`src/rtl/core/ddes_pkg.sv`:
```
// ----------------------------------------------------------------------------
// ddes_pkg
// shared constants, codes and controller/datapath interface types
// ----------------------------------------------------------------------------
package ddes_pkg;

    localparam int NODE_COUNT = 64;
    localparam int NODE_W     = $clog2(NODE_COUNT);
    localparam int EDGE_DEPTH = NODE_COUNT * NODE_COUNT;
    localparam int EDGE_W     = 2 * NODE_W;
    localparam int NTOT_W     = NODE_W + 1;
    localparam int ETOT_W     = 12;
    localparam int ACT_W      = 3;
    localparam int ST_W       = 2;
    localparam int IN_DATA_W  = 16;
    localparam int OUT_DATA_W = 56;

    localparam logic [ACT_W-1:0] ACT_ADD   = 3'd0;
    localparam logic [ACT_W-1:0] ACT_REM   = 3'd1;
    localparam logic [ACT_W-1:0] ACT_RNODE = 3'd2;
    localparam logic [ACT_W-1:0] ACT_QUERY = 3'd3;
    localparam logic [ACT_W-1:0] ACT_LOUT  = 3'd4;
    localparam logic [ACT_W-1:0] ACT_LIN   = 3'd5;
    localparam logic [ACT_W-1:0] ACT_CLEAR = 3'd6;

    localparam logic [ST_W-1:0] ST_DONE  = 2'd0;
    localparam logic [ST_W-1:0] ST_DUP   = 2'd1;
    localparam logic [ST_W-1:0] ST_SELF  = 2'd2;
    localparam logic [ST_W-1:0] ST_EMPTY = 2'd3;

    typedef enum logic [4:0] {
        OP_NOP, OP_LOAD, OP_CLEAR, OP_RD1, OP_RD2, OP_RD3, OP_RD4,
        OP_ADD, OP_DEL, OP_NCNT, OP_NCHK, OP_NPICK, OP_DEG, OP_DCAP,
        OP_EMIT, OP_LRD, OP_LEMIT, OP_INIT
    } op_t;

    typedef struct packed {
        op_t             op;
        logic            ph_in;
        logic [ST_W-1:0] st;
    } cmd_t;

    typedef struct packed {
        logic [ACT_W-1:0] act;
        logic             self_loop;
        logic             is_add;
        logic             is_list;
        logic             pres;
        logic             cnt_zero;
        logic             list_empty;
        logic             list_last;
        logic             out_free;
        logic             init_last;
    } sts_t;

endpackage

```
`src/rtl/core/ddes_ctrl.sv`:
```
// ----------------------------------------------------------------------------
// ddes_ctrl
// sequencer for edge updates, node removal, listing and result beats
// ----------------------------------------------------------------------------
module ddes_ctrl (
    input  logic           aclk,
    input  logic           aresetn,
    input  logic           s_tvalid,
    output logic           s_tready,
    input  ddes_pkg::sts_t sts,
    output ddes_pkg::cmd_t cmd
);
    import ddes_pkg::*;

    typedef enum logic [16:0] {
        S_IDLE  = 17'h00001,
        S_DISP  = 17'h00002,
        S_RD1   = 17'h00004,
        S_RD2   = 17'h00008,
        S_RD3   = 17'h00010,
        S_RD4   = 17'h00020,
        S_RD5   = 17'h00040,
        S_NCNT  = 17'h00080,
        S_NCHK  = 17'h00100,
        S_NPICK = 17'h00200,
        S_DEG   = 17'h00400,
        S_DCAP  = 17'h00800,
        S_LCHK  = 17'h01000,
        S_EMIT  = 17'h02000,
        S_LRD   = 17'h04000,
        S_LEMIT = 17'h08000,
        S_INIT  = 17'h10000
    } state_t;

    state_t          state_reg, state_next;
    logic [ST_W-1:0] st_reg, st_next;
    logic            nmode_reg, nmode_next;
    logic            ph_reg, ph_next;

    always_comb begin
        state_next = state_reg;
        st_next    = st_reg;
        nmode_next = nmode_reg;
        ph_next    = ph_reg;
        s_tready   = 1'b0;
        cmd.op     = OP_NOP;
        cmd.ph_in  = ph_reg;
        cmd.st     = st_reg;
        case (state_reg)
            S_INIT: begin
                cmd.op = OP_INIT;
                if (sts.init_last) begin
                    state_next = S_IDLE;
                end
            end
            S_IDLE: begin
                s_tready = 1'b1;
                if (s_tvalid) begin
                    cmd.op     = OP_LOAD;
                    st_next    = ST_DONE;
                    nmode_next = 1'b0;
                    ph_next    = 1'b0;
                    state_next = S_DISP;
                end
            end
            S_DISP: begin
                case (sts.act)
                    ACT_ADD, ACT_REM: begin
                        if (sts.self_loop) begin
                            st_next    = ST_SELF;
                            state_next = S_DEG;
                        end else begin
                            state_next = S_RD1;
                        end
                    end
                    ACT_RNODE: begin
                        nmode_next = 1'b1;
                        state_next = S_NCNT;
                    end
                    ACT_CLEAR: begin
                        cmd.op     = OP_CLEAR;
                        state_next = S_DEG;
                    end
                    default: begin
                        state_next = S_DEG;
                    end
                endcase
            end
            S_RD1: begin
                cmd.op     = OP_RD1;
                state_next = S_RD2;
            end
            S_RD2: begin
                cmd.op     = OP_RD2;
                state_next = S_RD3;
            end
            S_RD3: begin
                cmd.op     = OP_RD3;
                state_next = S_RD4;
            end
            S_RD4: begin
                cmd.op     = OP_RD4;
                state_next = S_RD5;
            end
            S_RD5: begin
                if (sts.is_add == sts.pres) begin
                    st_next = ST_DUP;
                end else begin
                    cmd.op = sts.is_add ? OP_ADD : OP_DEL;
                end
                state_next = nmode_reg ? S_NCNT : S_DEG;
            end
            S_NCNT: begin
                cmd.op     = OP_NCNT;
                state_next = S_NCHK;
            end
            S_NCHK: begin
                cmd.op = OP_NCHK;
                if (!sts.cnt_zero) begin
                    state_next = S_NPICK;
                end else if (!ph_reg) begin
                    ph_next    = 1'b1;
                    state_next = S_NCNT;
                end else begin
                    state_next = S_DEG;
                end
            end
            S_NPICK: begin
                cmd.op     = OP_NPICK;
                state_next = S_RD1;
            end
            S_DEG: begin
                cmd.op     = OP_DEG;
                state_next = S_DCAP;
            end
            S_DCAP: begin
                cmd.op     = OP_DCAP;
                state_next = sts.is_list ? S_LCHK : S_EMIT;
            end
            S_LCHK: begin
                if (sts.list_empty) begin
                    st_next    = ST_EMPTY;
                    state_next = S_EMIT;
                end else begin
                    state_next = S_LRD;
                end
            end
            S_EMIT: begin
                if (sts.out_free) begin
                    cmd.op     = OP_EMIT;
                    state_next = S_IDLE;
                end
            end
            S_LRD: begin
                cmd.op     = OP_LRD;
                state_next = S_LEMIT;
            end
            S_LEMIT: begin
                if (sts.out_free) begin
                    cmd.op     = OP_LEMIT;
                    state_next = sts.list_last ? S_IDLE : S_LRD;
                end
            end
            default: begin
                state_next = S_IDLE;
            end
        endcase
    end

    always_ff @(posedge aclk) begin
        if (!aresetn) begin
            state_reg <= S_INIT;
            st_reg    <= ST_DONE;
            nmode_reg <= 1'b0;
            ph_reg    <= 1'b0;
        end else begin
            state_reg <= state_next;
            st_reg    <= st_next;
            nmode_reg <= nmode_next;
            ph_reg    <= ph_next;
        end
    end

endmodule

```
`config.mk`:
```
export PLATFORM = sky130hd
export DESIGN_NAME = ddes_ctrl
export DESIGN_NICKNAME = d
export VERILOG_FILES = /design/src/rtl/core/ddes_pkg.sv /design/src/rtl/core/ddes_ctrl.sv
export SDC_FILE = /design/constraint.sdc
export NUM_CORES = 1
export LEC_CHECK = 0
export BUFFER_PORTS_ARGS = -buffer_cell sky130_fd_sc_hd__buf_2
export CAP_MARGIN = 20
export CORE_MARGIN = 2
export CORE_UTILIZATION = 55
export DETAILED_ROUTE_END_ITERATION = 8
export PLACE_DENSITY_LB_ADDON = 0.1
export SETUP_SLACK_MARGIN = 0.05
export SLEW_MARGIN = 40
export SYNTH_ARGS = -nofsm -noshare
export SYNTH_HDL_FRONTEND = slang
export SYNTH_SLANG_ARGS = --single-unit
```
`constraint.sdc`:
```
create_clock -name aclk -period 3.3 [get_ports aclk]
set_input_delay 0.495 -clock aclk [delete_from_list [all_inputs] [get_ports aclk]]
set_output_delay 0.495 -clock aclk [all_outputs]
set_load 0.03 [all_outputs]
```
After elaboration in Yosys (flattened, before gate mapping)
Cells that the tools add are included.

storage, ports and cells
  input bits = 15
  bits in writable memories = 0
  memories kept = 0
  output and inout port bits = 9
  bits in read-only memories = 0
  latch bits = 0
  bits in registers = 21

cells by class
  divide/modulo/power cells = 0
  multipliers = 0
  add/sub/neg operators = 0
  equality and inequality tests = 31
  magnitude comparators = 0
  multiplexer cells = 32
  bitwise operators = 0
  reduce and logical (&&, ||, !) cells = 9
  shift-type cells = 0

operators by type and width
  cell                    number
  $pmux W17 S17           1
  $pmux W5 S16            1
  $mux W17                4
  $mux W11                4
  $pmux W17 S2            1
  $mux W15                2
  $ne A2 B2 Y1 const B    10
  $eq A17 B1 Y1 const B   1
  $eq A17 B10 Y1 const B  1
  $eq A17 B11 Y1 const B  1
  $eq A17 B12 Y1 const B  1
  $eq A17 B13 Y1 const B  1
  $eq A17 B14 Y1 const B  1
  $eq A17 B15 Y1 const B  1
  $eq A17 B16 Y1 const B  1
  $eq A17 B17 Y1 const B  1
  $eq A17 B2 Y1 const B   1
  $eq A17 B3 Y1 const B   1
  $eq A17 B4 Y1 const B   1
  $eq A17 B5 Y1 const B   1
  $eq A17 B6 Y1 const B   1
  $eq A17 B7 Y1 const B   1
  $eq A17 B8 Y1 const B   1
  $eq A17 B9 Y1 const B   1
  other kinds (18)        32

Depth between registers and ports, before layout
  depth in word-level cells = 4
  depth in mapped cells = 8

Least setup slack after synthesis
No wires, ideal clock.

  path type = reg-to-output
  start point = reg state_reg[13]
  end point = out cmd[4] (netlist bit)
  cell stages (with the launch flop) = 6
  setup slack = 0.174 ns
  arrival = 2.631 ns
  required time = 2.805 ns
  cell sequence = dfxtp_1 > clkbuf_1 > nor4_1 > nand4_1 > or3_1 > o311ai_0

RTL lines
  item                    RTL line          text
  from (decl)             ddes_ctrl.sv:35   state_t state_reg, state_next;
  from (signal assigned)  ddes_ctrl.sv:177  state_reg <= state_next;
  to (decl)               ddes_ctrl.sv:11   output ddes_pkg::cmd_t cmd

==> flow_summary.json <==
{
  "yosys_warnings": 0,
  "hold_depth": 2,
  "place_area_sq_um": 1530,
  "dp_cells": 224,
  "ys_ff_latch": 21,
  "drc": 0,
  "combPwrFrac_pct": 22.1,
  "dieArea_sq_um": 3005,
  "start_util_pct": 57.85,
  "grt_setup_unrepaired": "true",
  "clkLatencyLatePin_ps": 310,
  "clock.fmax_ghz": 0.3113,
  "timing.rr.end": "state_reg[0]$_SDFFE_PN0P_",
  "die_h_um": 54.82,
  "clkTransAtPathRegs_ps": 120,
  "instances_no_fill": 228,
  "path_class": "register to output port",
  "die_w_um": 54.82,
  "dominantRegCellSynth": "dfxtp_1",
  "fin_area_sq_um": 1573,
  "worst_slew_pin_slew_ps": 613.9,
  "cap_violations": 0,
  "fp-row-count": 18,
  "cellPowerDensity_nw_per_um2": 320.7,
  "syn_area_sq_um": 1420,
  "holdPathEnd": "state_reg[9]$_SDFFE_PN0P_",
  "fin_skew_ps": 4.872,
  "status": "finished, final reports clean",
  "area_delta_synth_final_pct": 10.75,
  "antenna_found_initial": 0,
  "min_period_ps": 3212,
  "synth_edf_count": 0,
  "wl_per_cell_um": 17.30,
  "diodes": 0,
  "cts_max_level": 1,
  "gp_congestion": 0.9743,
  "dpl.hpwl_mm": 3.024,
  "synth-seq-area-share_pct": 29.60,
  "p_clk_share_pct": 25.4,
  "core_sq_um": 2455,
  "finalSetupTns_ps": 0,
  "cp_max_fo": 8,
  "worstSetupStartpoint": "state_reg[13]$_SDFFE_PN0P_",
  "drv_slew": 0,
  "nets": 216,
  "timing.rr.start": "state_reg[0]$_SDFFE_PN0P_",
  "rr_worst_depth": 6,
  "largest_reg_flops": 17,
  "netSwitchingFraction_pct": 31.71,
  "worst_ir_drop_vdd_mv": 0.2718,
  "drive_above_1_share_pct": 22.22,
  "fin_crit_sh_pct": 97.34,
  "clockRootBuffer": "clkbuf_4",
  "relSlewSlack_pct": 58.70,
  "syn_nets": 195,
  "vias": 1523,
  "drtAntennaViolNets": 0,
  "setup_viol_count_final": 0,
  "required_ps": 2800,
  "synthCells": 178,
  "cts_tree": "built",
  "gr-total-overflow": 0,
  "firstDrtPassIters": 4,
  "io_buffers": 23,
  "grt_pass1_wl_mm": 6.134,
  "hold_viol_final": 0,
  "grt_usage_pct": 28.65,
  "grt_pass1_vias": 1254,
  "worstPathArrival_ps": 2720,
  "end_kind": "output port",
  "viasPerCell": 6.680,
  "leakage_uw": 0.0006663,
  "synthArstFlopShare_pct": 0,
  "hp-class": "input port to register",
  "yosysUniqueCellTypes": 51,
  "grt_max_degree": 12,
  "worst_setup_path_start_kind": "register",
  "clock-sinks": 21,
  "seqPwrFrac_pct": 52.5,
  "p_int_uw": 344.5,
  "drt-initial-drc-count": 94,
  "postCtsSetupBuffers": 0,
  "clockBufferDepth": 2,
  "avgSynthCellArea_sq_um": 7.978,
  "ios": 24,
  "hold_start": "sts[4]",
  "wirelength_mm": 3.944,
  "ff2ff_setup_slack_ps": 660,
  "cts_buffers": 3,
  "switchingPower_uw": 159.9
}
-- repair_timing --
| item | CTS | global route |
|---|---|---|
| hold endpoints to repair | 0 | 0 |
| setup endpoints to repair | 0 | 4 |
| resized for setup | 0 | 5 |
| hold buffers | 0 | 0 |
-- cells in the mapped netlist (2+ instances only) --
cell / number / area [sq um]
nor4b_1: 2 / 17.52
o211a_1: 2 / 20.02
a2111oi_0: 2 / 17.52
or4_4: 3 / 33.78
inv_1: 10 / 37.54
xnor2_1: 4 / 35.03
nor4_1: 14 / 87.58
a211oi_1: 2 / 15.01
nor3_1: 12 / 60.06
and3_1: 3 / 18.77
nand4b_1: 2 / 17.52
a21oi_1: 10 / 50.05
nor2_1: 17 / 63.81
nand4_1: 3 / 18.77
or3_1: 5 / 31.28
nand2_1: 15 / 56.30
dfxtp_1: 21 / 420.4
buf_6: 2 / 22.52
buf_4: 2 / 15.01
clkbuf_1: 4 / 15.01
ha_1: 2 / 25.02
o21ai_0: 4 / 20.02
or4_1: 4 / 30.03
nor3b_1: 2 / 15.01
and4b_1: 2 / 20.02
nand3_1: 4 / 20.02
-- metal layers --
layer	vias up	wire length (um)	track usage [%]
li1	719	-	-
met1	703	1793	42.43
met2	93	1694	41.47
met3	8	378	2.459
met4	0	78	12.50
met5	-	0	0
-- cell usage in the layout, fill, tap and decap left out, types with 4 or more instances in the layout --
| master | count |
|---|---|
| dfxtp_1 | 19 |
| buf_2 | 22 |
| inv_1 | 10 |
| nand2_1 | 15 |
| nor3_1 | 12 |
| xnor2_1 | 4 |
| or4_1 | 4 |
| o21ai_0 | 4 |
| nor4_1 | 13 |
| nand3_1 | 4 |
| nor2_1 | 17 |
| or3_1 | 5 |
| a21oi_1 | 10 |
-- worst max-delay path: stages, from the launching register on --
cell and delay (ps):
dfxtp_1 430, or4_4 590, or3_1 340, or4b_1 550, o221a_2 160, o311ai_0 100, buf_4 230
-- worst max path at each step --
stage | endpoint | slack, ps | cells after the start
2_1_floorplan | cmd[4] | 170 | 5
6_report | cmd[4] | 90 | 6
4_1_cts | cmd[4] | 60 | 6
5_1_grt | cmd[4] | 30 | 5
3_3_place_gp | cmd[4] | 450 | 6
3_5_place_dp | cmd[4] | 430 | 6
-- cell families (layout without fill, tap and decap cells) --
group	Yosys count	count (layout)	share of synthesized area, %
AND/OR/NAND/NOR	100	100	43.17
buffers and inverters	19	39	6.695
flip-flops	21	21	29.60
multiplexers	1	1	0.7049
XOR/XNOR	5	5	3.084
AO/OA/AOI/OAI	30	30	14.98
adder cells (fa/ha/maj)	2	2	1.762
-- final cells by class --
cell class	instances	area, sq um
Inverter	10	37.54
Clock buffer	4	26.28
Tap cell	30	37.54
Timing Repair Buffer	25	132.6
Multi-Input combinational cell	138	915.9
Sequential cell	21	422.9
Fill cell	230	882.1
-- power groups by stage --
stage                     logic [uW]  registers [uW]  clock network [uW]
after global placement           108             270                   0
after floorplan                 76.1             269                   0
after detailed placement         107             270                   0
final                            112             265                 128
after global routing             122             265                 136
after CTS                        108             265                 133
-- stage by stage --
stage	worst slack (ps)	power (uW)	hold slack, ps	util [%]
after floorplan	174.4	345.3	445.7	-
after global placement	453.3	378.0	464.3	62.33
after detailed placement	434.9	377.8	472.3	62.33
after CTS	62.14	505.9	358.6	63.40
after global routing	30.86	523.0	374.0	64.07
final	87.91	504.4	369.5	64.07
(Power assumes the default switching activity.)
